## src/rtl/core/qes_delay.sv

```systemverilog
// Delay line that carries a valid bit and a side word alongside a pipelined unit.
// Depends on nothing but its parameters.
`timescale 1ns / 1ps

module qes_delay #(
    parameter int W = 8,
    parameter int L = 2
) (
    input  logic         clk,
    input  logic         rst_n,
    input  logic         en,
    input  logic         in_valid,
    input  logic [W-1:0] in_data,
    output logic         out_valid,
    output logic [W-1:0] out_data
);

    logic         valid_reg [L];
    logic [W-1:0] data_reg  [L];

    // Valid bits are control state and clear on reset.
    always_ff @(posedge clk or negedge rst_n)
    begin
        if (!rst_n)
        begin
            for (int k = 0; k < L; k++)
            begin
                valid_reg[k] <= 1'b0;
            end
        end else if (en)
        begin
            valid_reg[0] <= in_valid;
            for (int k = 1; k < L; k++)
            begin
                valid_reg[k] <= valid_reg[k-1];
            end
        end
    end

    // Side words move one tap per enabled cycle.
    always_ff @(posedge clk)
    begin
        if (en)
        begin
            data_reg[0] <= in_data;
            for (int k = 1; k < L; k++)
            begin
                data_reg[k] <= data_reg[k-1];
            end
        end
    end

    assign out_valid = valid_reg[L-1];
    assign out_data  = data_reg[L-1];

endmodule

```

## config.mk

```make
export PLATFORM = sky130hd
export DESIGN_NAME = qes_delay
export DESIGN_NICKNAME = d
export VERILOG_FILES = /design/src/rtl/core/qes_delay.sv
export SDC_FILE = /design/constraint.sdc
export NUM_CORES = 1
export LEC_CHECK = 0
export BUFFER_PORTS_ARGS = -buffer_cell sky130_fd_sc_hd__buf_2
export CAP_MARGIN = 20
export CORE_MARGIN = 5
export CORE_UTILIZATION = 45
export CTS_CLUSTER_SIZE = 40
export DETAILED_ROUTE_END_ITERATION = 10
export HOLD_SLACK_MARGIN = 0.05
export PLACE_DENSITY_LB_ADDON = 0.25
export RECOVER_POWER = 50
export SKIP_LAST_GASP = 1
export SLEW_MARGIN = 15
export SYNTH_ARGS = -nofsm -noshare
export SYNTH_HDL_FRONTEND = slang
export SYNTH_SLANG_ARGS = --single-unit
```

## constraint.sdc

```tcl
create_clock -name clk -period 2 [get_ports clk]
set_input_delay 0.2 -clock clk [delete_from_list [all_inputs] [get_ports clk]]
set_output_delay 0.2 -clock clk [all_outputs]
set_load 0.01 [all_outputs]
```

[Yosys cells after proc, flatten, opt, wreduce, memory -nomap -nowiden]
Memories as Yosys holds them, arrays and structs flattened.
Cells that the tools add are included.
Word-level totals
  bits in read-only memories: 0
  output and inout port bits: 9
  RAM bits: 16
  flip-flop bits (word level): 2
  memories kept: 1
  bits in latches: 0
  logic and storage cells: 5
  input port bits: 12
Cells by class
  divide/modulo/power cells: 0
  reduce and logical (&&, ||, !) cells: 0
  shift-type cells: 0
  $add $sub $neg: 0
  equal/unequal tests: 0
  multipliers: 0
  order comparisons: 0
  mux-type cells: 2
  bitwise gates (word level): 0
Memories
  data_reg: depth 2, bits a word 8, rd ports 2, clocked after memory_dff 0, wr ports 2, RTL line 19  | logic [W-1:0] data_reg [L];
Operator list (number)
  $mux 1: 2

[Logic depth before layout (Yosys ltp)]
  depth after elaboration: 2
  gate-level depth with buffers: 1
  gate-level depth less buffers: 1

[Worst setup path after synthesis]
No wires, ideal clock.
  path type: flip-flop to flip-flop
  start: register out_valid (netlist name)
  end: register valid_reg (netlist bit out_valid)
  path slack: 1231 ps
  stages on the path, launching flop included: 2
  required time: 1875 ps
  setup time: 125 ps
  path buffers: 0
  arrival time: 645 ps
  clock period less this slack: 769 ps
  cell sequence: dfrtp_1 -> mux2_2
RTL lines
  to (signal, indexed assignment): RTL line 35  | valid_reg[k] <= valid_reg[k-1];
  to (decl): RTL line 18  | logic valid_reg [L];

[Final worst setup path]
  start: input en
  end: register valid_reg[1] (netlist bit)
RTL lines
  from (decl): RTL line 11  | input logic en,
No word-level cell between the ends.

==> summary.md <==
| Metric | Value |
|---|---|
| Outcome | complete, no violations |
| Top sig layer | met3 |
| Power Dens Cells | 935 mW/mm^2 |
| Fin. Hold Viols | 0 |
| Crit path arrival time | 1230 ps |
| GP Congestion | 0.547 |
| Reg-to-reg setup timing slack | 1250 ps |
| Die area | 0.00220 sq mm |
| Critical path class | primary input to flop |
| Ratio of cells with drive above 1 in the final layout | 51.1% |
| Clock Path Buffers | 2 |
| CTS Root Cell | clkbuf_4 |
| H-tree levels | 1 |
| Row count | 13 |
| CP max stage cell | clkbuf_1 |
| Antenna-violating nets left | 0 |
| Critical path peak fanout | 18 |
| Setup_tns | 0 ps |
| Io pins | 21 |
| Class of the worst hold path | primary input to flop |
| Area of the multi-input gates | 22.5 sq um |
| Cell area after synthesis | 613 sq um |
| Total Wirelength | 690 um |
| Drt pass-1 iters | 2 |
| Delay-heaviest family, CP | buffers and inverters |
| Filler cell count | 110 |
| Crit-path max cell delay | 620 ps |
| Number of global-route vias before repair | 279 |
| Largest net degree at the start of global routing | 19 |
| 1st-iter DRT viols | 1 |
| Area Overhead vs Synth | 15.1% |
| Reg area | 531 sq um |
| Initial Util | 47.1% |
| Initial antenna violation count | 0 |
| Non-filler cells in the finished layout | 60 |
| Most common cell after layout, fill and taps aside | buf_2 |
| Mapped Nets | 40 |
| Via density per instance | 4.58 |
| Synth Instances | 28 |
| Clk slew on worst S/H paths | 90 ps |
| Setup WS post-layout | 938 ps |
| Slew Viols, Final | 0 |
| Via count | 275 |
| Met2 wire len | 327 um |
| Hold path endpoint | data_reg[0][3]$_DFFE_PP_ |
| Main area contributors after synthesis | edfxtp_1 (78%), buf_4 (9.8%), dfrtp_1 (8.2%), mux2_2 (3.7%) |
| Worst path bufs/invs | 1 |
| Final worst-path cycle share | 53.1% |
| Clock Sinks | 18 |
| Max IR drop VDD | 0.501 mV |
| Critical path launch point type | primary input |
| Yosys cell types | 4 |
| Yosys top cell by area | edfxtp_1 |
| Final core utilization | 54.2% |
| Wire per inst | 11.5 um |
| Place WS | 970 ps |
| TritonCTS Buffers | 3 |
| Worst-case clock skew | 0.369 ps |
| Post-route minimum period | 1060 ps |
| Reg2reg end | out_valid$_DFFE_PN0P_ |
| Antenna diode count | 0 |
| Worst Reg-to-Reg Cells | 1 |
| Slew @ Worst Pin | 847 ps |
| Crit end category | flop |
| Postcts setup bufs | 0 |
| Max FFs per register | 16 |
| Final #Nets | 58 |
| Fmax | 942 MHz |
| Critical-path cell list | clkbuf_1 -> mux2_2 |
| Placeable Area | 0.00130 sq mm |
| Metal3 WL | 117 um |
| Remaining Overflow, GRT | 0 |
| DR DRC count | 0 |
| Synth warnings | 0 |
| Synth Area per Inst | 21.9 sq um |
| Wire length on met1 | 245 um |
| Crit path required time | 2170 ps |
| Die X | 46.9 um |
| Most frequent cells in the layout | buf_2 (18), edfxtp_1 (16), clkbuf_4 (3) |
| Final setup fails | 0 |
| IO buf count | 20 |
| Overall Global Routing Usage | 7.78% |
| Dpl cells | 55 |
| Sequential fraction of the synthesis area | 86.5% |
| Die H | 46.9 um |
| RSZ-0062 raised after global routing | no |
| Max Cap Violations | 0 |
| First-pass GRT wire length | 1100 um |
| Post-synth top area share | 78.4% |
| Hold depth | 1 |
| #FFs+latches synth | 18 |
| RR Startpoint | out_valid$_DFFE_PN0P_ |
| Slew headroom | 43.5% |
| CTS tree | yes |
| Min-delay src | in_data[3] |
| Lkg Pwr | 0.281 nW |
| Worst-Skew Late Latency | 270 ps |
area by class of cell:
type	instances	share of cell area, %
clock inverters	1	0.532
well taps	15	2.66
clock buffers	3	3.19
repair buffers	21	15.2
flip-flops and latches	18	75.2
multi-input cells	2	3.19
metrics by stage:
stage / hold WS (ps) / instance area [sq um] / total power, W
after floorplan: -95.6 / 613 / 0.000484
after global placement: -15.8 / 672 / 0.000499
after detailed placement: -13.2 / 672 / 0.000503
after CTS: 80.6 / 708 / 0.000670
after global routing: 74.8 / 706 / 0.000688
final: 93.8 / 706 / 0.000660
synthesized netlist by cell type (all sizes together):
cell    number
dfrtp        2
edfxtp      16
mux2         2
buf          8
kinds of logic after synthesis:
| family | synth area share [%] |
|---|---|
| buf+inv | 9.80 |
| flops | 86.5 |
| mux | 3.67 |
power by group:
part	switching [W]	internal [W]	total (W)
Sequential	0.00000816	0.000443	0.000451
Combinational	0.0000217	0.0000212	0.0000430
Clock	0.0000938	0.0000722	0.000166
Total	0.000124	0.000536	0.000660
repair_timing:
item | in CTS | in global routing
resized for setup | 0 | 0
endpoints found under the hold margin | 2 | 0
hold buffers | 1 | 0
worst max-delay path by stage:
stage	from	endpoint	slack (ps)	depth (start not counted)
2_1_floorplan	out_valid$_DFFE_PN0P_	out_valid$_DFFE_PN0P_	1230	1
3_3_place_gp	en	out_valid$_DFFE_PN0P_	1010	2
3_5_place_dp	en	out_valid$_DFFE_PN0P_	970	2
4_1_cts	out_valid$_DFFE_PN0P_	out_valid	980	1
5_1_grt	en	valid_reg[1]$_DFFE_PN0P_	870	2
6_report	en	valid_reg[1]$_DFFE_PN0P_	940	2
metal layers:
layer | vias up | GRT usage (%)
met5 | - | 0
met4 | 0 | 8.29
met3 | 0 | 3.07
met2 | 19 | 11.7
met1 | 126 | 7.83
li1 | 130 | -
Power figures use the tool's default switching activity.
