===== src/rtl/core/qes_pkg.sv =====
// Shared types, codes and helpers of the quadratic equation solver.
// Depends on nothing; every module but qes_delay imports it.
`timescale 1ns / 1ps

package qes_pkg;

    // Field widths and internal datapath widths.
    localparam int IN_W      = 16;
    localparam int OUT_W     = 32;
    localparam int SQ_IN_W   = 34;
    localparam int SQ_ROOT_W = 34;
    localparam int SQ_REM_W  = 36;
    localparam int SQ_STEPS  = 33;
    localparam int SQ_FRAC   = 16;
    localparam int DIV_N     = 40;
    localparam int DIV_M     = 17;
    localparam int NB_W      = 33;
    localparam int EXT_W     = 40;

    // Root kind codes.
    localparam logic [1:0] RK_NONE    = 2'd0;
    localparam logic [1:0] RK_TWO     = 2'd1;
    localparam logic [1:0] RK_DOUBLE  = 2'd2;
    localparam logic [1:0] RK_COMPLEX = 2'd3;

    // Extremum kind codes.
    localparam logic [1:0] EK_NONE = 2'd0;
    localparam logic [1:0] EK_MIN  = 2'd1;
    localparam logic [1:0] EK_MAX  = 2'd2;

    typedef struct packed {
        logic signed [IN_W-1:0] coef_a;
        logic signed [IN_W-1:0] coef_b;
        logic signed [IN_W-1:0] coef_c;
        logic signed [IN_W-1:0] point_x;
    } coef_t;

    typedef struct packed {
        logic signed [OUT_W-1:0] value_at_point;
        logic [1:0]              root_kind;
        logic signed [OUT_W-1:0] root_first;
        logic signed [OUT_W-1:0] root_second;
        logic [1:0]              extreme_kind;
        logic signed [OUT_W-1:0] extreme_value;
        logic                    saturated;
    } result_t;

    typedef struct packed {
        logic signed [OUT_W-1:0] v;
        logic                    sat;
    } clip_t;

    // Clip a wide signed value to the output range and flag the clip.
    function automatic clip_t clip_out(input logic signed [63:0] v);
        clip_t r;
        logic signed [63:0] hi;
        logic signed [63:0] lo;
        hi = (64'sd1 <<< (OUT_W - 1)) - 64'sd1;
        lo = -hi - 64'sd1;
        r.sat = 1'b0;
        if (v > hi) begin
            r.v   = hi[OUT_W-1:0];
            r.sat = 1'b1;
        end else if (v < lo) begin
            r.v   = lo[OUT_W-1:0];
            r.sat = 1'b1;
        end else begin
            r.v = v[OUT_W-1:0];
        end
        return r;
    endfunction

endpackage


===== src/rtl/core/qes_div.sv =====
// Pipelined restoring divider on magnitudes, one quotient bit a stage.
// Depends on qes_pkg.
`timescale 1ns / 1ps

module qes_div
    import qes_pkg::*;
(
    input  logic             clk,
    input  logic             en,
    input  logic [DIV_N-1:0] num,
    input  logic [DIV_M-1:0] den,
    output logic [DIV_N-1:0] quo
);

    logic [DIV_M-1:0] rem_reg  [DIV_N];
    logic [DIV_N-1:0] work_reg [DIV_N];
    logic [DIV_M-1:0] den_reg  [DIV_N];

    for (genvar k = 0; k < DIV_N; k++)
    begin : g_step
        logic [DIV_M-1:0] rem_in, den_in, rem_next;
        logic [DIV_N-1:0] work_in, work_next;
        logic [DIV_M:0]   sh;
        logic             ge;

        if (k == 0)
        begin : g_first
            assign rem_in  = '0;
            assign work_in = num;
            assign den_in  = den;
        end else
        begin : g_next
            assign rem_in  = rem_reg[k-1];
            assign work_in = work_reg[k-1];
            assign den_in  = den_reg[k-1];
        end

        // Dividend bits leave at the top, quotient bits enter at the bottom.
        always_comb
        begin
            sh        = {rem_in, work_in[DIV_N-1]};
            ge        = (sh >= {1'b0, den_in});
            rem_next  = DIV_M'(ge ? sh - {1'b0, den_in} : sh);
            work_next = {work_in[DIV_N-2:0], ge};
        end

        always_ff @(posedge clk)
        begin
            if (en)
            begin
                rem_reg[k]  <= rem_next;
                work_reg[k] <= work_next;
                den_reg[k]  <= den_in;
            end
        end
    end

    assign quo = work_reg[DIV_N-1];

endmodule


===== config.mk =====
export PLATFORM = sky130hd
export DESIGN_NAME = qes_div
export DESIGN_NICKNAME = d
export VERILOG_FILES = /design/src/rtl/core/qes_pkg.sv /design/src/rtl/core/qes_div.sv
export SDC_FILE = /design/constraint.sdc
export NUM_CORES = 2
export LEC_CHECK = 0
export BUFFER_PORTS_ARGS = -buffer_cell sky130_fd_sc_hd__buf_4
export CORE_AREA = 5 5 782 474
export DETAILED_ROUTE_END_ITERATION = 8
export DIE_AREA = 0 0 787 479
export GPL_TIMING_DRIVEN = 0
export MAX_ROUTING_LAYER = met4
export RECOVER_POWER = 100
export SETUP_SLACK_MARGIN = 0.05
export SYNTH_ARGS = -nofsm -noshare
export SYNTH_HDL_FRONTEND = slang
export SYNTH_SLANG_ARGS = --single-unit

===== constraint.sdc =====
create_clock -name clk -period 4.6 [get_ports clk]
set_input_delay 0.46 -clock clk [delete_from_list [all_inputs] [get_ports clk]]
set_output_delay 0.46 -clock clk [all_outputs]
set_load 0.01 [all_outputs]

### After elaboration in Yosys (flattened, before gate mapping)

Memories as Yosys holds them, arrays and structs flattened.
Cells that the tools add are included.

* order comparisons: 40
* equal/unequal tests: 0
* bitwise gates (word level): 0
* add/subtract/negate cells: 40
* shift-type cells: 0
* multipliers: 0
* reductions and logical operators: 0
* mux-type cells: 42
* divide/modulo/power cells: 0

Operator list (number)
* >= comparator 18 x 17 -> 1 bit: 39
* two-way mux 17 bit: 40
* subtractor 17 bit: 39
* >= comparator 1 x 17 -> 1 bit: 1
* subtractor 1 x 17 -> 17 bit: 1
* two-way mux 1 bit: 2

* bits of input ports: 59
* memory bits (writable): 2960
* bits in latches: 0
* bits in read-only memories: 0
* register bits: 0
* memories: 3

Memories
* work_reg: words 40, bits a word 40, rd ports 40, clocked after Yosys merged registers in 0, wr ports 40, RTL line qes_div.sv:16 `logic [DIV_N-1:0] work_reg [DIV_N];`
* den_reg: words 40, bits a word 17, rd ports 39, clocked after Yosys merged registers in 0, wr ports 40, RTL line qes_div.sv:17 `logic [DIV_M-1:0] den_reg [DIV_N];`
* rem_reg: words 40, bits a word 17, rd ports 39, clocked after Yosys merged registers in 0, wr ports 40, RTL line qes_div.sv:15 `logic [DIV_M-1:0] rem_reg [DIV_N];`

### Longest topological paths before layout

An unclocked memory read counts as a cell.

* depth after elaboration: 3
* depth in mapped cells: 15

### Least setup slack after synthesis

Ideal clock, no wire load.

* kind: register -> register
* start: memory work_reg[31][39] (netlist: work_reg[3][319])
* end: memory rem_reg[32][10] (netlist: rem_reg[4][10]), data pin
* buffers on the path: 1
* cell stages (with the launch flop): 15
* path slack: 1.270 ns
* period minus slack after synthesis: 3.330 ns
* data required time: 4.340 ns
* arrival time: 3.070 ns
* cell sequence: edfxtp_1 > inv_1 > ha_1 > inv_1 > fa_1 > a211oi_1 > nor2_1 > o31a_1 > o31ai_4 > o211ai_1 > nand2_1 > o21ai_1 > a211oi_4 > buf_6 > mux2_2

RTL lines (RTL line)
* from (decl): qes_div.sv:16
* to (decl): qes_div.sv:15

==> impl_results.md <==
* Vias at roughly 70000
* Port Buf Inserts at between 90 and 100
* Average wire per cell in the routed design at between 15 and 20 um
* Die Area at roughly 380000 um2
* Placed Area at roughly 130000 um2
* Maximum vdd drop at between 300 and 400 uV
* Worst-Skew Late Latency at 0.90 ns
* Core Area at 363500 um2
* Final weighted congestion of routability-driven global placement at between 0.8 and 0.9
* Final std cells w/o fill at 14210
* Switching power total at ~31 mW
* Part of the total power dissipated in sequential elements at approximately two fifths
* Clock slew at reported path FFs at roughly 0.060 ns
* Root Buffer: clkbuf_16
* Final layout net count at approximately 10000
* Worst setup slack for register-to-register paths at roughly 0.14 ns
* Post-synth cell types at 86
* Maximum fanout along the worst path at 10
* Number of global-route vias before repair at around 67000
* HPWL after DPL at approximately 170000 um
* Hold violation total from the final report at 0
* Post-DR vias/cell at 4.866
* Total instance count after detailed placement at between 10000 and 15000
* Number of routed nets with antenna violations at 0
* Worst slew pin tran at between 2 and 3 ns
* Number of levels the H-tree was split into at 5
* Worst Hold Margin at 0.1462 ns
* Worst endpoint data arrival time at between 5 and 6 ns
* Routed wire length at 248100 um
* Sequential element share of the synthesized area at 69.64%
* Data required time at the worst endpoint at 5.16 ns
* Number of synthesized register bits at ~3000
* Max-cap viol count at 8
* Synthesized area per cell at roughly 15 um2
* Total number of cells along the worst setup path at 13
* All-layer global routing usage at around an eighth
* Setup repair after global routing missed its margin: false
* Outcome: finished, violations left
* Horizontal extent of the die at 787 um
* Comb pwr share at 33.1%
* Cells after synthesis at 8626
* Count of synthesis-stage warnings from yosys at 0
* Most frequently used flop master after synthesis: edfxtp_1
* Ratio of cells with drive above 1 in the final layout at about 8.7%
* Cell row count at 172
* Util after Layout at approximately 40%
* Pwr/cell area at roughly 660 nW/um2
* I/O Pins at 99
* Asr flop ratio synth at 0%
* Crit-path leading delay family: compound AO/OA/AOI/OAI gates
* Type of the worst min-delay path: in2reg
* Fraction of power spent switching nets at roughly 33%
* Final setup skew at ~0.056 ns
* Commonest cells after routing, fill and taps aside: 2926 x edfxtp_1, 843 x inv_1, 665 x ha_1
* Sink Count at approximately 2900
* Capturing point of the worst reg2reg path: rem_reg[0][82]
* Number of flip-flops under the largest register name at 1600
* GRT overflow at 0
* Leading cell type in the layout, fill and taps excluded: edfxtp_1
* Worst Setup EP: rem_reg[0][82]
* Buffers from clock root to sink, at most at 4
* R2r startpoint: work_reg[0][159]
* Crit path kind: reg2reg
* Largest net degree at the start of global routing at about 190
* CP max-delay cell: a211oi_1
* Detailed Routing Iterations Pass 1 at 6
* CTS buffer count at about 300
* Failing checks: capacitance limit, slew limit
* Delay contributed by the slowest stage of the critical path at roughly 0.62 ns
* Leakage at around 54 nW
* Internal power summed over all cells at about 63 mW
* Worst slew margin relative to its limit at -70.29%
* DRC violation count after routing at 0
* Number of endpoints failing setup at the final stage at 0
* Fraction of power consumed by the clock network at 26.2%
* Post-synth EDFFs at between 2000 and 3000
* Post-route clock period utilization at 96.89%
* Worst Setup End Kind: register
* Fin crit period at roughly 4.5 ns
* Peak clock frequency supported by timing at 224.4 MHz
* Post-route design area at between 100000 and 150000 um2
* Clock tree from TritonCTS: built
* Number of antenna violations at the first check in global routing at 6
* Crit path buffers/inverters at 3
* Start point of the critical path: work_reg[0][159]
* Crit path launch type: register
* Global-route wire length before repair at ~390000 um
* Synthesized cell area at between 100000 and 150000 um2
* Area growth from synthesis to layout at 13.86%
* Vertical die dimension at roughly 480 um
* Effective utilization at floorplan at about a third
* Worst reg2reg path depth at 13
* DR iter-0 viols at about 6000
* Fin. max-slew vios at 1191
* Setup TNS at 0 ns
* Mapped Nets at between 9000 and 10000
* List of cells traversed by the critical path: inv_1, ha_1, inv_1, fa_1, a21o_1, a21oi_1, o21ai_0, a21o_1, a211oi_1, o41ai_1, a31oi_4, clkbuf_1, o21ai_0
power groups by stage:
| stage | sequential, mW | combinational (mW) | clock [mW] |
|---|---|---|---|
| after detailed placement | 39.1 | 30.8 | 0 |
| after CTS | 38.6 | 31.2 | 25.9 |
| after global routing | 39.0 | 34.6 | 27.0 |
| final | 38.5 | 31.3 | 24.8 |
| after global placement | 40.5 | 30.3 | 0 |
| after floorplan | 37.8 | 23.0 | 0 |
worst min path at each step:
stage / from / to / slack (ns) / depth (start not counted)
5_1_grt: en / den_reg[0][68] / 0.12 / 1
3_5_place_dp: work_reg[0][76] / work_reg[0][117] / 0.40 / 0
4_1_cts: en / den_reg[0][68] / 0.08 / 1
6_report: en / work_reg[0][19] / 0.15 / 1
3_3_place_gp: work_reg[4][188] / work_reg[4][229] / 0.40 / 0
2_1_floorplan: work_reg[0][59] / work_reg[0][100] / 0.40 / 0
metrics by stage:
| stage | power [mW] | worst slack [ns] |
|---|---|---|
| floorplan | 60.80 | 1.270 |
| global placement | 70.71 | -24.08 |
| detailed placement | 69.86 | -1.201 |
| CTS | 95.66 | 0.08134 |
| global route | 100.6 | 0.02787 |
| finish | 94.66 | 0.1429 |
routing by layer:
layer  vias up  GRT usage [%]  routed length [um]
met5         -              -                   0
met4         0          3.219                5470
met3       409          2.363               14790
met2      1745          16.68               94470
met1     33830          21.03              133400
li1      33180              -                   -
worst reg2reg max path, stage by stage, from the launching register on:
cell and delay (ns):
edfxtp_1 0.38, inv_1 0.07, ha_1 0.13, inv_1 0.06, fa_1 0.41, a21o_1 0.19
a21oi_1 0.24, o21ai_0 0.29, a21o_1 0.28, a211oi_1 0.62, o41ai_1 0.23, a31oi_4 0.45
clkbuf_1 0.62, o21ai_0 0.20
what timing repair did:
action / in CTS / in global routing
hold buffers: 57 / 0
endpoints found under the setup margin: 170 / 325
gates resized for setup: 2 / 21
cloned: 1 / 1
setup buffers: 0 / 6
endpoints found under the hold margin: 57 / 0
pin swaps: 0 / 4
cells by family (layout without fill, tap and decap cells):
| kind of cell | count (synthesis) | after routing | share of synthesized area [%] |
|---|---|---|---|
| buf+inv | 944 | 1658 | 2.871 |
| mux | 266 | 266 | 2.376 |
| other cells | 0 | 2 | 0 |
| flops | 2926 | 2926 | 69.64 |
| fa+ha+maj | 703 | 703 | 7.198 |
| compound gates | 1810 | 1810 | 9.047 |
| xor+xnor | 510 | 510 | 3.541 |
| simple gates | 1467 | 1467 | 5.324 |
final cells by class:
cell class,count,area (um2)
diodes,2,5.005
plain buffers,100,452.9
clock buffers,339,7739
clock inverters,194,2176
fillers,33490,219800
inverters,844,3168
multi-input cells,4756,34630
flip-flops and latches,2926,87860
well taps,4872,6096
repair buffers,181,1518
synth_stat cells, types with 29 or more instances:
cell	instances	area [um2]
xor2_1	203	1778
nand3_1	87	435.4
ha_1	665	8320
mux2_2	235	2646
edfxtp_1	2926	87860
o21a_1	74	555.5
fa_1	38	760.7
a31oi_1	51	319.1
nor2_1	419	1573
a21oi_1	542	2713
nor3_1	129	645.6
a211oi_1	50	375.4
or3_1	35	219.0
xnor2_1	307	2689
inv_1	843	3164
o31a_1	29	254.0
o211ai_1	30	225.2
o31ai_1	36	270.3
a21o_1	234	1757
nand2b_1	63	394.1
nand4_1	96	600.6
o21ai_0	477	2387
o21bai_1	95	713.2
nand2_1	478	1794
nor2b_1	57	356.6
clkbuf_1	69	259.0
Note: power is estimated with default switching activity, not from simulation.
