[config.mk]
export PLATFORM = sky130hd
export DESIGN_NAME = qes_sqrt
export DESIGN_NICKNAME = d
export VERILOG_FILES = /design/src/rtl/core/qes_pkg.sv /design/src/rtl/core/qes_sqrt.sv
export SDC_FILE = /design/constraint.sdc
export NUM_CORES = 2
export LEC_CHECK = 0
export BUFFER_PORTS_ARGS = -buffer_cell sky130_fd_sc_hd__buf_4
export CORE_MARGIN = 5
export CORE_UTILIZATION = 51
export DETAILED_ROUTE_END_ITERATION = 10
export PLACE_DENSITY = 0.69
export SLEW_MARGIN = 10
export SYNTH_ARGS = -nofsm -noshare
export SYNTH_HDL_FRONTEND = slang
export SYNTH_SLANG_ARGS = --single-unit
export TNS_END_PERCENT = 50
[constraint.sdc]
create_clock -name clk -period 3.85 [get_ports clk]
set_clock_uncertainty 0.1 [all_clocks]
set_input_delay 0 -clock clk [delete_from_list [all_inputs] [get_ports clk]]
set_output_delay 0 -clock clk [all_outputs]
set_load 0.005 [all_outputs]
[src/rtl/core/qes_pkg.sv]
// Shared types, codes and helpers of the quadratic equation solver.
// Depends on nothing; every module but qes_delay imports it.
`timescale 1ns / 1ps

package qes_pkg;

    // Field widths and internal datapath widths.
    localparam int IN_W      = 16;
    localparam int OUT_W     = 32;
    localparam int SQ_IN_W   = 34;
    localparam int SQ_ROOT_W = 34;
    localparam int SQ_REM_W  = 36;
    localparam int SQ_STEPS  = 33;
    localparam int SQ_FRAC   = 16;
    localparam int DIV_N     = 40;
    localparam int DIV_M     = 17;
    localparam int NB_W      = 33;
    localparam int EXT_W     = 40;

    // Root kind codes.
    localparam logic [1:0] RK_NONE    = 2'd0;
    localparam logic [1:0] RK_TWO     = 2'd1;
    localparam logic [1:0] RK_DOUBLE  = 2'd2;
    localparam logic [1:0] RK_COMPLEX = 2'd3;

    // Extremum kind codes.
    localparam logic [1:0] EK_NONE = 2'd0;
    localparam logic [1:0] EK_MIN  = 2'd1;
    localparam logic [1:0] EK_MAX  = 2'd2;

    typedef struct packed {
        logic signed [IN_W-1:0] coef_a;
        logic signed [IN_W-1:0] coef_b;
        logic signed [IN_W-1:0] coef_c;
        logic signed [IN_W-1:0] point_x;
    } coef_t;

    typedef struct packed {
        logic signed [OUT_W-1:0] value_at_point;
        logic [1:0]              root_kind;
        logic signed [OUT_W-1:0] root_first;
        logic signed [OUT_W-1:0] root_second;
        logic [1:0]              extreme_kind;
        logic signed [OUT_W-1:0] extreme_value;
        logic                    saturated;
    } result_t;

    typedef struct packed {
        logic signed [OUT_W-1:0] v;
        logic                    sat;
    } clip_t;

    // Clip a wide signed value to the output range and flag the clip.
    function automatic clip_t clip_out(input logic signed [63:0] v);
        clip_t r;
        logic signed [63:0] hi;
        logic signed [63:0] lo;
        hi = (64'sd1 <<< (OUT_W - 1)) - 64'sd1;
        lo = -hi - 64'sd1;
        r.sat = 1'b0;
        if (v > hi) begin
            r.v   = hi[OUT_W-1:0];
            r.sat = 1'b1;
        end else if (v < lo) begin
            r.v   = lo[OUT_W-1:0];
            r.sat = 1'b1;
        end else begin
            r.v = v[OUT_W-1:0];
        end
        return r;
    endfunction

endpackage

[src/rtl/core/qes_sqrt.sv]
// Pipelined digit-by-digit square root: floor(sqrt(m) * 2^16), one root bit a stage.
// Depends on qes_pkg.
`timescale 1ns / 1ps

module qes_sqrt
    import qes_pkg::*;
(
    input  logic                 clk,
    input  logic                 en,
    input  logic [SQ_IN_W-1:0]   m,
    output logic [SQ_ROOT_W-1:0] root
);

    logic [SQ_REM_W-1:0]  rem_reg  [SQ_STEPS];
    logic [SQ_ROOT_W-1:0] root_reg [SQ_STEPS];
    logic [SQ_IN_W-1:0]   m_reg    [SQ_STEPS];

    for (genvar k = 0; k < SQ_STEPS; k++)
    begin : g_step
        localparam int I = SQ_STEPS - 1 - k;

        logic [SQ_REM_W-1:0]  rem_in;
        logic [SQ_ROOT_W-1:0] root_in;
        logic [SQ_IN_W-1:0]   m_in;
        logic [1:0]           pair;
        logic [SQ_REM_W+1:0]  rem_sh, trial;
        logic                 ge;
        logic [SQ_REM_W-1:0]  rem_next;
        logic [SQ_ROOT_W-1:0] root_next;

        if (k == 0)
        begin : g_first
            assign rem_in  = '0;
            assign root_in = '0;
            assign m_in    = m;
        end else
        begin : g_next
            assign rem_in  = rem_reg[k-1];
            assign root_in = root_reg[k-1];
            assign m_in    = m_reg[k-1];
        end

        // Integer digits come from the radicand, fraction digits are zero.
        if (I >= SQ_FRAC)
        begin : g_pair
            assign pair = m_in[2*(I-SQ_FRAC)+1 -: 2];
        end else
        begin : g_zero
            assign pair = 2'b00;
        end

        // Try the next root bit against the partial remainder.
        always_comb
        begin
            rem_sh    = {rem_in, pair};
            trial     = (SQ_REM_W+2)'({root_in, 2'b01});
            ge        = (rem_sh >= trial);
            rem_next  = SQ_REM_W'(ge ? rem_sh - trial : rem_sh);
            root_next = {root_in[SQ_ROOT_W-2:0], ge};
        end

        always_ff @(posedge clk)
        begin
            if (en)
            begin
                rem_reg[k]  <= rem_next;
                root_reg[k] <= root_next;
                m_reg[k]    <= m_in;
            end
        end
    end

    assign root = root_reg[SQ_STEPS-1];

endmodule

* Word-level counts from Yosys, hierarchy flattened
Memories as Yosys holds them, arrays and structs flattened.
Index checks and enable logic that the tools add are counted.
** Storage, ports and cells
- Memories kept :: 3
- Flip-flop bits (word level) :: 0
- Input bits :: 36
- RAM bits :: 3432
- Output and inout port bits :: 34
** Cells by class
- Add/subtract/negate cells :: 33
- Magnitude comparators :: 33
- Multiplexer cells :: 35
** Memory list
- rem_reg :: depth 33, bits a word 36, rd ports 32, clocked after memory_dff 0, wr ports 33, line qes_sqrt.sv:14 : logic [SQ_REM_W-1:0] rem_reg [SQ_STEPS];
- m_reg :: depth 33, bits a word 34, rd ports 32, clocked after memory_dff 0, wr ports 33, line qes_sqrt.sv:16 : logic [SQ_IN_W-1:0] m_reg [SQ_STEPS];
- root_reg :: depth 33, bits a word 34, rd ports 33, clocked after memory_dff 0, wr ports 33, line qes_sqrt.sv:15 : logic [SQ_ROOT_W-1:0] root_reg [SQ_STEPS];
** Operators with widths (count)
- $ge 38x36->1 :: 32
- $mux 36 :: 33
- $sub 36x36->36 :: 32
- $sub 2x1->3 const B :: 1
- $ge 2x1->1 const B :: 1
- $mux 1 :: 2

* Depth between registers and ports, before layout
An unclocked memory read counts as a cell.
- Depth in word-level cells :: 3
- Mapped depth :: 16
- Gate-level depth less buffers :: 15

* Least setup slack after synthesis
OpenSTA, ideal clock, no wires.
- Path type :: reg2reg
- Start point :: memory rem_reg[24][1], in the netlist rem_reg[0][865]
- End point :: memory rem_reg[25][15], in the netlist rem_reg[0][915] (data pin)
- Cell stages (with the launch flop) :: 14
- Clock period less this slack :: 3753 ps
- Path slack :: 97 ps
- Arrival :: 3382 ps
- Buffers on the path :: 2
- Library setup time :: 271 ps
- Required time :: 3479 ps
- Cell sequence :: edfxtp_1 > inv_1 > ha_1 > inv_1 > fa_1 > nand2b_1 > a21o_1 > a211oi_1 > o31ai_1 > o31a_1 > o31ai_2 > clkbuf_1 > clkbuf_1 > a21oi_1
** RTL lines (line)
- start: declaration :: qes_sqrt.sv:14

==> impl_metrics.tcl <==
set metrics [dict create \
    power_density_mw_per_mm2 564 \
    clk_pin_slew_ns 0.06 \
    swShare_pct 30.0 \
    clock_power_share_pct 30.1 \
    drcViolationCount 0 \
    ff2ff_setup_slack_ns 0.1 \
    max_slew_margin_pct 44.2 \
    synth_commonest_cells "1917 x edfxtp_1, 712 x inv_1, 638 x nor2_1" \
    clock-sinks 1917 \
    fin_crit_sh_pct 97.4 \
    critPathKind "flop to flop" \
    gr-total-overflow 0 \
    insertion_delay_ns 0.87 \
    drive_gt1_share_pct 8.89 \
    initial_core_util_pct 51.1 \
    rr_endpoint "rem_reg[0][1029]$_DFFE_PP_" \
    coreArea_mm2 0.197 \
    comb_power_share_pct 24.2 \
    routedWlPerCell_um 18.1 \
    power_frac_seq_pct 45.7 \
    p_leak_nw 44.1 \
    grt_max_degree 130 \
    ir_worst_vdd_uv 439 \
    synth_edf_count 1917 \
    syn_area_mm2 0.101 \
    synthDistinctLibCells 111 \
    track_usage_pct 20.5 \
    cp.required_ns 4.34 \
    gp_congestion 0.909 \
    setup-tns-final_ns 0 \
    yosysWarnings 0 \
    timing.fmax_ghz 0.267 \
    fin_crit_ns 3.75 \
    worstPathMaxFanout 24 \
    whs_ns 0.289 \
    drt_iter0_markers 4739 \
    ys_top_cells_by_area "edfxtp_1 57%, ha_1 7.0%, xor2_1 4.2%, xnor2_1 3.5%, a21oi_1 3.0%" \
    firstDrtPassIters 6 \
    ios 70 \
    setup-violations-final 0 \
    largest_register_ffs 1099 \
    whs_endpoint "m_reg[0][26]$_DFFE_PP_" \
    p_switching_mw 19.1 \
    die_y_um 454 \
    cts_max_path_buffers 3 \
    worstMarginPinSlew_ns 0.837 \
    yosys_register_bits 1917 \
    cap_violations 0 \
    status "completed" \
    finalNonFillerCells 11800 \
    place_area_mm2 0.106 \
    nets 9638 \
    syn2layout_area_growth_pct 12.7 \
    netlist_instances 8621 \
    dpl.hpwl_um 157000 \
    vias 66000 \
    fin_area_mm2 0.113 \
    tritoncts "done" \
    slew_viol_final 0 \
    synth_top_area_share_pct 57.3 \
    ctsRootBufferMaster "clkbuf_16" \
    report.final.hold_viol_count 0 \
    reg2reg_depth 14 \
    synthArstFlopShare_pct 0 \
    worstSetupStartpointType "flop" \
    grt_pass1_wl_um 342000 \
    crit_path_end_kind "flop" \
    rows 163 \
    synthFlopType "edfxtp_1" \
    internal_power_mw 44.7 \
    hp-start "m[26]" \
    antenna_left 0 \
    vias_per_cell 5.58 \
    dpl.cell_count 11400 \
    routed_wl_um 215000 \
    die_x_um 454 \
    numCtsBuffers 201 \
    synth_area_per_cell_um2 11.7 \
    grt_pass1_vias 65100 \
    synth_most_common_cell "edfxtp_1" \
    crit_arrival_ns 4.24 \
    dieArea_mm2 0.206 \
    yosys.area.top_type "edfxtp_1" \
    min_path_cells 3 \
    antenna_found_initial 1 \
    ys_seq_area_share_pct 57.3 \
    holdCritPathClass "primary input to flop" \
    r2r-start "rem_reg[0][973]$_DFFE_PP_" \
    rsz0062_at_grt "yes" \
    htree_levels 4 \
    numPortBuffers 68 \
]
==> critical path, cell delays in order, from the launching register on <==
cell and delay [ns]:
edfxtp_1 0.41, inv_2 0.11, ha_4 0.14, inv_2 0.04
fa_2 0.34, nand2b_4 0.16, a21oi_4 0.16, o211ai_1 0.23
a2111oi_2 0.46, buf_4 0.18, nor4b_1 0.04, a311oi_1 0.36
or3b_4 0.23, buf_12 0.17, mux2_2 0.36
==> power by group through the flow <==
stage | clock (mW) | combinational, mW | sequential (mW)
after global placement | 0 | 14.6 | 29.6
after detailed placement | 0 | 15.0 | 29.6
after CTS | 19.7 | 15.2 | 29.2
final | 19.2 | 15.5 | 29.2
after floorplan | 0 | 11.2 | 28.6
after global routing | 20.6 | 17.2 | 29.5
==> stage by stage <==
stage | total power, mW | utilization, % | worst slack, ns
2_1_floorplan | 39.8 | - | 0.0972
3_3_place_gp | 44.2 | 53.6 | -0.147
3_5_place_dp | 44.6 | 53.6 | -0.204
4_1_cts | 64.1 | 57.4 | 0.0152
5_1_grt | 67.3 | 57.6 | -0.0890
6_report | 63.9 | 57.6 | 0.0982
==> per-layer routing <==
layer / wire length, um / part of all wire (%) / up-vias / global-route usage, %
met5: 0 / 0 / - / 0
met4: 7130 / 3.3 / 0 / 6.95
met3: 9240 / 4.3 / 434 / 2.67
met2: 107000 / 50 / 1556 / 35.9
met1: 91600 / 43 / 31600 / 26.4
li1: - / - / 32400 / -
==> placed cells by master (no fill, tap or decap), types with 55 or more instances in the layout <==
| cell | netlist | layout |
|---|---|---|
| a21o_1 | 237 | 237 |
| a21oi_1 | 602 | 595 |
| buf_4 | 3 | 261 |
| clkbuf_16 | 0 | 201 |
| dlygate4sd3_1 | 0 | 70 |
| edfxtp_1 | 1917 | 1917 |
| ha_1 | 566 | 563 |
| inv_1 | 712 | 709 |
| mux2_2 | 89 | 89 |
| nand2_1 | 604 | 604 |
| nand2b_1 | 142 | 141 |
| nand3_1 | 147 | 145 |
| nand4_1 | 72 | 72 |
| nor2_1 | 638 | 637 |
| nor2b_1 | 88 | 88 |
| nor3_1 | 265 | 263 |
| nor4_1 | 119 | 114 |
| o21a_1 | 94 | 94 |
| o21ai_0 | 438 | 426 |
| or3_1 | 88 | 88 |
| or4_1 | 56 | 55 |
| xnor2_1 | 405 | 405 |
| xor2_1 | 483 | 483 |
==> area by class of cell <==
cell class | count | area, um2
Antenna cell | 1 | 2.50
Clock buffer | 244 | 5190
Clock inverter | 131 | 1410
Fill cell | 15800 | 83500
Inverter | 718 | 2700
Multi-Input combinational cell | 5824 | 39900
Sequential cell | 1917 | 57600
Tap cell | 2640 | 3300
Timing Repair Buffer | 359 | 3180
==> logic make-up (layout without fill, tap and decap cells) <==
family / count (synthesis) / count (layout) / synth area share [%]
and+or+nand+nor: 2460 / 2460 / 12.2
other: 1 / 3 / 0.00373
AOI/OAI and AO/OA: 1799 / 1799 / 11.1
buffers and inverters: 881 / 1452 / 3.35
muxes: 94 / 94 / 1.05
xor gates and xnor gates: 888 / 888 / 7.74
adders and majority gates: 581 / 581 / 7.34
DFF: 1917 / 1917 / 57.3
==> worst max-delay path by stage <==
stage / startpoint / endpoint / slack, ns / cells past startpoint
2_1_floorplan: rem_reg[0][865]$_DFFE_PP_ / rem_reg[0][915]$_DFFE_PP_ / 0.1 / 13
3_3_place_gp: rem_reg[0][973]$_DFFE_PP_ / rem_reg[0][1043]$_DFFE_PP_ / -0.15 / 15
3_5_place_dp: rem_reg[0][973]$_DFFE_PP_ / rem_reg[0][1041]$_DFFE_PP_ / -0.20 / 15
4_1_cts: rem_reg[0][1081]$_DFFE_PP_ / rem_reg[0][1138]$_DFFE_PP_ / 0.02 / 17
5_1_grt: rem_reg[0][973]$_DFFE_PP_ / rem_reg[0][1041]$_DFFE_PP_ / -0.09 / 15
6_report: rem_reg[0][973]$_DFFE_PP_ / rem_reg[0][1029]$_DFFE_PP_ / 0.1 / 14
==> timing repair <==
action / CTS / global route
setup endpoints to repair: 45 / 268
hold buffers: 70 / 0
setup buffers: 1 / 13
pin swaps: 4 / 26
gates resized for setup: 7 / 72
hold endpoints to repair: 657 / 0
gates cloned: 0 / 1
Power figures use the tool's default switching activity.
