**src/rtl/core/qes_pkg.sv**
```systemverilog
// Shared types, codes and helpers of the quadratic equation solver.
// Depends on nothing; every module but qes_delay imports it.
`timescale 1ns / 1ps

package qes_pkg;

    // Field widths and internal datapath widths.
    localparam int IN_W      = 16;
    localparam int OUT_W     = 32;
    localparam int SQ_IN_W   = 34;
    localparam int SQ_ROOT_W = 34;
    localparam int SQ_REM_W  = 36;
    localparam int SQ_STEPS  = 33;
    localparam int SQ_FRAC   = 16;
    localparam int DIV_N     = 40;
    localparam int DIV_M     = 17;
    localparam int NB_W      = 33;
    localparam int EXT_W     = 40;

    // Root kind codes.
    localparam logic [1:0] RK_NONE    = 2'd0;
    localparam logic [1:0] RK_TWO     = 2'd1;
    localparam logic [1:0] RK_DOUBLE  = 2'd2;
    localparam logic [1:0] RK_COMPLEX = 2'd3;

    // Extremum kind codes.
    localparam logic [1:0] EK_NONE = 2'd0;
    localparam logic [1:0] EK_MIN  = 2'd1;
    localparam logic [1:0] EK_MAX  = 2'd2;

    typedef struct packed {
        logic signed [IN_W-1:0] coef_a;
        logic signed [IN_W-1:0] coef_b;
        logic signed [IN_W-1:0] coef_c;
        logic signed [IN_W-1:0] point_x;
    } coef_t;

    typedef struct packed {
        logic signed [OUT_W-1:0] value_at_point;
        logic [1:0]              root_kind;
        logic signed [OUT_W-1:0] root_first;
        logic signed [OUT_W-1:0] root_second;
        logic [1:0]              extreme_kind;
        logic signed [OUT_W-1:0] extreme_value;
        logic                    saturated;
    } result_t;

    typedef struct packed {
        logic signed [OUT_W-1:0] v;
        logic                    sat;
    } clip_t;

    // Clip a wide signed value to the output range and flag the clip.
    function automatic clip_t clip_out(input logic signed [63:0] v);
        clip_t r;
        logic signed [63:0] hi;
        logic signed [63:0] lo;
        hi = (64'sd1 <<< (OUT_W - 1)) - 64'sd1;
        lo = -hi - 64'sd1;
        r.sat = 1'b0;
        if (v > hi) begin
            r.v   = hi[OUT_W-1:0];
            r.sat = 1'b1;
        end else if (v < lo) begin
            r.v   = lo[OUT_W-1:0];
            r.sat = 1'b1;
        end else begin
            r.v = v[OUT_W-1:0];
        end
        return r;
    endfunction

endpackage

```
**src/rtl/core/qes_front.sv**
```systemverilog
// Front end: products, polynomial value, discriminant and extremum numerator.
// Depends on qes_pkg. Three register stages.
`timescale 1ns / 1ps

module qes_front
    import qes_pkg::*;
(
    input  logic                    clk,
    input  logic                    rst_n,
    input  logic                    en,
    input  logic                    in_valid,
    input  coef_t                   coef,
    output logic                    out_valid,
    output logic signed [OUT_W-1:0] val,
    output logic                    val_sat,
    output logic [1:0]              kind,
    output logic [SQ_IN_W-1:0]      d_mag,
    output logic signed [NB_W-1:0]  nb,
    output logic signed [IN_W-1:0]  a,
    output logic signed [EXT_W-1:0] ext_num
);

    logic v1_reg, v2_reg, v3_reg;

    // Stage 1 registers: first products.
    logic signed [31:0]     s1_xx_reg, s1_bx_reg, s1_bb_reg, s1_ac_reg;
    logic signed [IN_W-1:0] s1_a_reg, s1_b_reg, s1_c_reg;

    // Stage 2 registers.
    logic signed [47:0]      s2_axx_reg;
    logic signed [31:0]      s2_bx_reg;
    logic signed [IN_W-1:0]  s2_c_reg, s2_a_reg, s2_b_reg;
    logic signed [33:0]      s2_d_reg;
    logic signed [EXT_W-1:0] s2_ext_reg;

    // Stage 3 registers.
    logic signed [OUT_W-1:0] s3_val_reg;
    logic                    s3_sat_reg;
    logic [1:0]              s3_kind_reg;
    logic [SQ_IN_W-1:0]      s3_dmag_reg;
    logic signed [NB_W-1:0]  s3_nb_reg;
    logic signed [IN_W-1:0]  s3_a_reg;
    logic signed [EXT_W-1:0] s3_ext_reg;

    logic signed [IN_W-1:0]  ca, cb, cc, cx;
    logic signed [33:0]      bb34, ac34, d_next;
    logic signed [EXT_W-1:0] ac40, bb40, ext_next;
    logic signed [49:0]      num, quot;
    clip_t                   vclip;
    logic [1:0]              kind_next;
    logic signed [NB_W-1:0]  b33;

    assign ca = coef.coef_a;
    assign cb = coef.coef_b;
    assign cc = coef.coef_c;
    assign cx = coef.point_x;

    // Valid bits follow the data through the three stages.
    always_ff @(posedge clk or negedge rst_n)
    begin
        if (!rst_n)
        begin
            v1_reg <= 1'b0;
            v2_reg <= 1'b0;
            v3_reg <= 1'b0;
        end else if (en)
        begin
            v1_reg <= in_valid;
            v2_reg <= v1_reg;
            v3_reg <= v2_reg;
        end
    end

    // Discriminant and extremum numerator from the stage 1 products.
    always_comb
    begin
        bb34     = 34'(s1_bb_reg);
        ac34     = 34'(s1_ac_reg);
        d_next   = bb34 - (ac34 <<< 2);
        ac40     = 40'(s1_ac_reg);
        bb40     = 40'(s1_bb_reg);
        ext_next = (ac40 <<< 8) - (bb40 <<< 6);
    end

    // Polynomial value, truncated toward zero, and the root kind.
    always_comb
    begin
        num = 50'(s2_axx_reg) + (50'(s2_bx_reg) <<< 8) + (50'(s2_c_reg) <<< 16);
        if (num < 0)
        begin
            quot = (num + 50'sd255) >>> 8;
        end else
        begin
            quot = num >>> 8;
        end
        vclip = clip_out(64'(quot));
        if (s2_a_reg == '0)
        begin
            kind_next = RK_NONE;
        end else if (s2_d_reg > 0)
        begin
            kind_next = RK_TWO;
        end else if (s2_d_reg == 0)
        begin
            kind_next = RK_DOUBLE;
        end else
        begin
            kind_next = RK_COMPLEX;
        end
        b33 = NB_W'(s2_b_reg);
    end

    // Datapath registers of all three stages.
    always_ff @(posedge clk)
    begin
        if (en)
        begin
            s1_xx_reg <= 32'(cx) * 32'(cx);
            s1_bx_reg <= 32'(cb) * 32'(cx);
            s1_bb_reg <= 32'(cb) * 32'(cb);
            s1_ac_reg <= 32'(ca) * 32'(cc);
            s1_a_reg  <= ca;
            s1_b_reg  <= cb;
            s1_c_reg  <= cc;

            s2_axx_reg <= 48'(s1_a_reg) * 48'(s1_xx_reg);
            s2_bx_reg  <= s1_bx_reg;
            s2_c_reg   <= s1_c_reg;
            s2_a_reg   <= s1_a_reg;
            s2_b_reg   <= s1_b_reg;
            s2_d_reg   <= d_next;
            s2_ext_reg <= ext_next;

            s3_val_reg  <= vclip.v;
            s3_sat_reg  <= vclip.sat;
            s3_kind_reg <= kind_next;
            s3_dmag_reg <= SQ_IN_W'(s2_d_reg < 0 ? -s2_d_reg : s2_d_reg);
            s3_nb_reg   <= -(b33 <<< 16);
            s3_a_reg    <= s2_a_reg;
            s3_ext_reg  <= s2_ext_reg;
        end
    end

    assign out_valid = v3_reg;
    assign val       = s3_val_reg;
    assign val_sat   = s3_sat_reg;
    assign kind      = s3_kind_reg;
    assign d_mag     = s3_dmag_reg;
    assign nb        = s3_nb_reg;
    assign a         = s3_a_reg;
    assign ext_num   = s3_ext_reg;

endmodule

```
**config.mk**
```make
export PLATFORM = sky130hd
export DESIGN_NAME = qes_front
export DESIGN_NICKNAME = d
export VERILOG_FILES = /design/src/rtl/core/qes_pkg.sv /design/src/rtl/core/qes_front.sv
export SDC_FILE = /design/constraint.sdc
export NUM_CORES = 2
export LEC_CHECK = 0
export ABC_CLOCK_PERIOD_IN_PS = 10100
export BUFFER_PORTS_ARGS = -buffer_cell sky130_fd_sc_hd__buf_4
export CAP_MARGIN = 25
export CELL_PAD_IN_SITES_DETAIL_PLACEMENT = 1
export CELL_PAD_IN_SITES_GLOBAL_PLACEMENT = 1
export CORE_MARGIN = 2
export CORE_UTILIZATION = 30
export DETAILED_ROUTE_END_ITERATION = 16
export GPL_ROUTABILITY_DRIVEN = 0
export PLACE_DENSITY = 0.56
export SLEW_MARGIN = 20
export SYNTH_ARGS = -nofsm -noshare
export SYNTH_HDL_FRONTEND = slang
export SYNTH_SLANG_ARGS = --single-unit
```
**constraint.sdc**
```tcl
create_clock -name clk -period 10.1 [get_ports clk]
set_input_delay 0.505 -clock clk [delete_from_list [all_inputs] [get_ports clk]]
set_output_delay 0.505 -clock clk [all_outputs]
set_load 0.05 [all_outputs]
```
# Yosys cells after proc, flatten, opt, wreduce, memory -nomap -nowiden

Index checks and enable logic that the tools add are counted.

Register bits after elaboration: 539
Input port bits: 68
Output and inout bits: 159
Word-level logic and storage cells: 51

Add/sub/neg operators: 7
$mul: 5
Order comparisons: 5
Multiplexer cells: 6
Reductions and logical operators: 3

Operator list:

| operator                                                                           | count |
|---|---|
| 16-bit by 16-bit multiplier with 32-bit output                                     | 4 |
| 49-bit by 32-bit adder with 50-bit output                                          | 1 |
| 50-bit by 9-bit adder with 50-bit output (second input constant)                   | 1 |
| 50-bit by 32-bit greater-than comparator with 1-bit output (second input constant) | 1 |
| 50-bit by 1-bit < comparator with 1-bit output (second input constant)             | 1 |
| 50-bit by 32-bit < comparator with 1-bit output (second input constant)            | 1 |
| 50-bit two-way mux                                                                 | 1 |
| 48-bit by 40-bit adder with 49-bit output                                          | 1 |
| 16-bit by 32-bit multiplier with 48-bit output                                     | 1 |
| 40-bit by 38-bit subtractor with 40-bit output                                     | 1 |
| 34-bit by 1-bit greater-than comparator with 1-bit output (second input constant)  | 1 |
| 34-bit zero test                                                                   | 1 |
| 34-bit by 1-bit < comparator with 1-bit output (second input constant)             | 1 |
| 34-bit two-way mux                                                                 | 1 |
| 34-bit negation                                                                    | 1 |
| 32-bit by 34-bit subtractor with 34-bit output                                     | 1 |
| 32-bit negation with 33-bit output                                                 | 1 |
| 32-bit two-way mux                                                                 | 1 |
| 16-bit zero test                                                                   | 1 |
| 1-bit two-way mux                                                                  | 3 |
| 2-bit OR reduction                                                                 | 1 |

# Logic depth before layout (Yosys ltp)

Depth after elaboration: 6
Gate-level depth with buffers: 29
Depth with buffers taken out: 27

# Least setup slack after synthesis

Ideal clock, no wire load.

Kind: input to register
From: input port coef[35] in the netlist's numbering
To: register s1_bb_reg[31], data pin
Setup time: 158 ps
Arrival: 6,865 ps
Data required time: 9,942 ps
Setup slack: 3,078 ps
Stages: 27
Path buffers: 2
Path through: clkbuf_1 -> clkbuf_1 -> nand2_1 -> fa_1 -> fa_1 -> inv_1 -> ha_1 -> inv_1 -> fa_1 -> inv_1 -> fa_1 -> inv_1 -> fa_1 -> inv_1 -> ha_1 -> nor3_1 -> o21ai_0 -> a31o_2 -> a21oi_1 -> o21ai_0 -> o41ai_1 -> o211ai_1 -> a31oi_1 -> o21ai_0 -> a2111o_1 -> a2111o_1 -> o211ai_1

Longest elaborated chain between the ends: 1

RTL lines:

| item                                           | line             | source |
|---|---|---|
| from (decl)                                    | qes_front.sv:12  | `input coef_t coef,` |
| 16-bit by 16-bit multiplier with 32-bit output | qes_front.sv:120 | `s1_bb_reg <= 32'(cb) * 32'(cb);` |
| to (signal assigned)                           | qes_front.sv:120 |  |
| to (decl)                                      | qes_front.sv:26  | `logic signed [31:0] s1_xx_reg, s1_bx_reg, s1_bb_reg, s1_ac_reg;` |

No other way between the ends.
A chain may end at the register's enable or synchronous reset.

# Worst setup path in the final report

From: register s1_a_reg[7]
To: register s2_axx_reg[46], data pin

Longest elaborated chain between the ends: 1

RTL lines:

| item                                           | line             | source |
|---|---|---|
| from (decl)                                    | qes_front.sv:27  | `logic signed [IN_W-1:0] s1_a_reg, s1_b_reg, s1_c_reg;` |
| from (signal assigned)                         | qes_front.sv:122 | `s1_a_reg <= ca;` |
| 16-bit by 32-bit multiplier with 48-bit output | qes_front.sv:126 | `s2_axx_reg <= 48'(s1_a_reg) * 48'(s1_xx_reg);` |
| to (signal assigned)                           | qes_front.sv:126 |  |
| to (decl)                                      | qes_front.sv:30  | `logic signed [47:0] s2_axx_reg;` |

No other way between the ends.

==> results.txt <==
Tot GR Track Use - 17.25%
Async SR Flop Fraction - 0.5988%
antenna viol nets, final - 0
max-cap viol count - 0
sequential area share after synthesis - 19.36%
CP arrival - 8.44 ns
status - finished clean
P&R area growth vs syn - 8.999%
fraction of layout cells with a size suffix above 1 - 5.538%
most frequent cells in the layout - inv_1 (1753), fa_1 (1510), nand2_1 (857)
hpwl dp - 179900 µm
RSZ-0062 raised after global routing - false
max FFs per register - 48
Avg Inst Size Synth - 10.12 µm²
FMAX - 124.6 MHz
filler instances - 29000
dpl cell area - 82570 µm²
Post-Syn Area - 77610 µm²
top post-synthesis cells by area - fa_1 (39%), edfxtp_1 (19%), ha_1 (9.1%)
flop-to-flop setup slack - 2.07 ns
Yosys reg bits - 501
Overflow after GRT - 0
Hold Violations, Final - 0
DRT Pass-1 Iters - 5
ys flop type - edfxtp_1
row cnt - 186
Buffers & Inverters on Critical Path - 4
Root Driver - clkbuf_16
Min-Delay Path Class - in -> async
Crit. End Element - flip-flop
Slowest-stage cell, CP - edfxtp_1
EDFF count, synth - 498
Worst slew margin - 25.86%
CTS max path bufs - 3
die height - 512.6 µm
first-pass GRT wire length - 352200 µm
# IOs - 227
Ys Warns - 0
CTS tree - done
Clock Latency Late Sink - 0.73 ns
post-route cell area - 84600 µm²
CP delay by family, top - adder cells
most common cell after layout, fill and taps aside - inv_1
Max Fanout on Critical Path - 13
Die X - 512.6 µm
First DRT Iteration DRCs - 2487
pins over their slew limit - 0
total number of vias - 52070
Reg clk slew, reported paths - 0.07 ns
H-tree lvl count - 2
Worst path most repeated cell - fa_1
Residual DRC - 0
Num Clock Sinks - 501
Period minus WS final - 8.026 ns
I/O Buffers - 204
post-route clock period utilization - 79.46%
Post-Syn Instances - 7673
CP Launch Type - flip-flop
die area - 262800 µm²
Data required, critical path - 10.52 ns
Cell variety after synth - 92
core footprint - 257200 µm²
biggest area consumer among synthesized cells - fa_1
largest net degree at the start of global routing - 153
worst path cell trace - buf_4 > nand2_1 > fa_1 > inv_1 > fa_1 > fa_1 > fa_1 > fa_1 > inv_1 > fa_1 > inv_1 > ha_1 > nand3_1 > or3_1 > o32a_1 > a31oi_1 > a211oi_1 > o211ai_1 > a41oi_1 > a2111oi_0 > o21a_1 > nor2_1 > xnor2_1
routed len/inst - 20.00 µm
Hold-fix buffers, CTS - 2
initial antenna violation count - 16
Routed WL - 223000 µm
slowest stage delay, CP - 0.78 ns
vias in the first global route - 59590
Setup CP Type - reg -> reg
Slew @ Worst Pin - 1.112 ns
setup violators final - 0
Sum Neg Setup Slack - 0 ns
post-cts repair resize count - 0
Initial Utilization - 30.18%
top cell type's share of synthesized area - 38.95%
postcts setup bufs - 0
Worst Skew - 0.08144 ns
final net count - 9859
average via count per standard cell - 4.670
cts bufs inserted - 59
-- cell families (layout without fill, tap and decap cells) --
| family | after synthesis | count (layout) | share of synthesized area [%] |
|---|---|---|---|
| AOI/OAI and AO/OA | 708 | 708 | 6.110 |
| xor gates and xnor gates | 349 | 349 | 3.938 |
| adders and majority gates | 2076 | 2076 | 48.07 |
| buffers and inverters | 2053 | 2124 | 10.11 |
| DFF | 501 | 501 | 19.36 |
| muxes | 12 | 12 | 0.1661 |
| other | 1 | 23 | 0.004832 |
| and+or+nand+nor | 1973 | 1973 | 12.24 |
-- metal layers --
metal  part of all wire (%)  track usage (%)
met4                    1.5            2.736
met3                    2.9            1.316
met1                     48            24.51
met2                     48            29.13
met5                  0.034                0
-- final timing paths --
| kind | startpoint | endpoint | cells past startpoint |
|---|---|---|---|
| setup reg to reg | s1_a_reg[7] | s2_axx_reg[46] | 23 |
| min in group clk | coef[16] | s1_c_reg[0] | 1 |
| max in group asynchronous | rst_n | v1_reg | 2 |
| setup / recovery | s1_a_reg[7] | s2_axx_reg[46] | 23 |
| hold reg to reg | s1_b_reg[4] | s2_b_reg[4] | 0 |
| hold / removal | rst_n | out_valid | 2 |
-- stage by stage --
stage / utilization [%] / hold WS [ns] / cells / worst slack (ns)
floorplan: - / 0.2094 / 7694 / 3.078
global placement: 32.11 / 0.2943 / 11030 / 2.104
detailed placement: 32.11 / 0.2973 / 11030 / 1.951
CTS: 32.88 / 0.07342 / 11150 / 2.013
global route: 32.90 / 0.1096 / 11150 / 1.523
finish: 32.90 / 0.1505 / 11150 / 2.074
-- synth_stat cells, types with 65 or more instances --
cell type / count
clkbuf_1: 251
nor2_1: 258
a21oi_1: 206
nand2b_1: 81
nand3_1: 65
xnor2_1: 253
inv_1: 1753
nand2_1: 857
xor2_1: 96
a21o_1: 94
edfxtp_1: 498
and2_1: 463
fa_1: 1510
o21ai_0: 117
ha_1: 566
-- worst reg2reg max path, stage by stage, from the launching register on --
cell       delay, ns
edfxtp_1        0.78
buf_4           0.35
nand2_1         0.11
fa_1            0.57
inv_1           0.05
fa_1            0.48
fa_1            0.58
fa_1            0.48
fa_1            0.51
inv_1           0.05
fa_1            0.49
inv_1           0.04
ha_1            0.35
nand3_1         0.17
or3_1           0.40
o32a_1          0.19
a31oi_1         0.40
a211oi_1        0.25
o211ai_1        0.33
a41oi_1         0.38
a2111oi_0       0.50
o21a_1          0.16
nor2_1          0.05
xnor2_1         0.11
-- final cells by class --
| cell class | instances | area [µm²] | share of cell area (%) |
|---|---|---|---|
| Multi-Input combinational cell | 5140 | 54830 | 64.81 |
| Timing Repair Buffer | 251 | 1934 | 2.287 |
| Sequential cell | 501 | 15030 | 17.77 |
| Antenna cell | 1 | 2.502 | 0.002958 |
| Inverter | 1762 | 6614 | 7.818 |
| Clock buffer | 66 | 1503 | 1.776 |
| Clock inverter | 45 | 455.4 | 0.5384 |
| Tap cell | 3384 | 4234 | 5.005 |
Power is not shown: default switching activity piles up to over one toggle a cycle in this logic, so the estimate is an artifact.
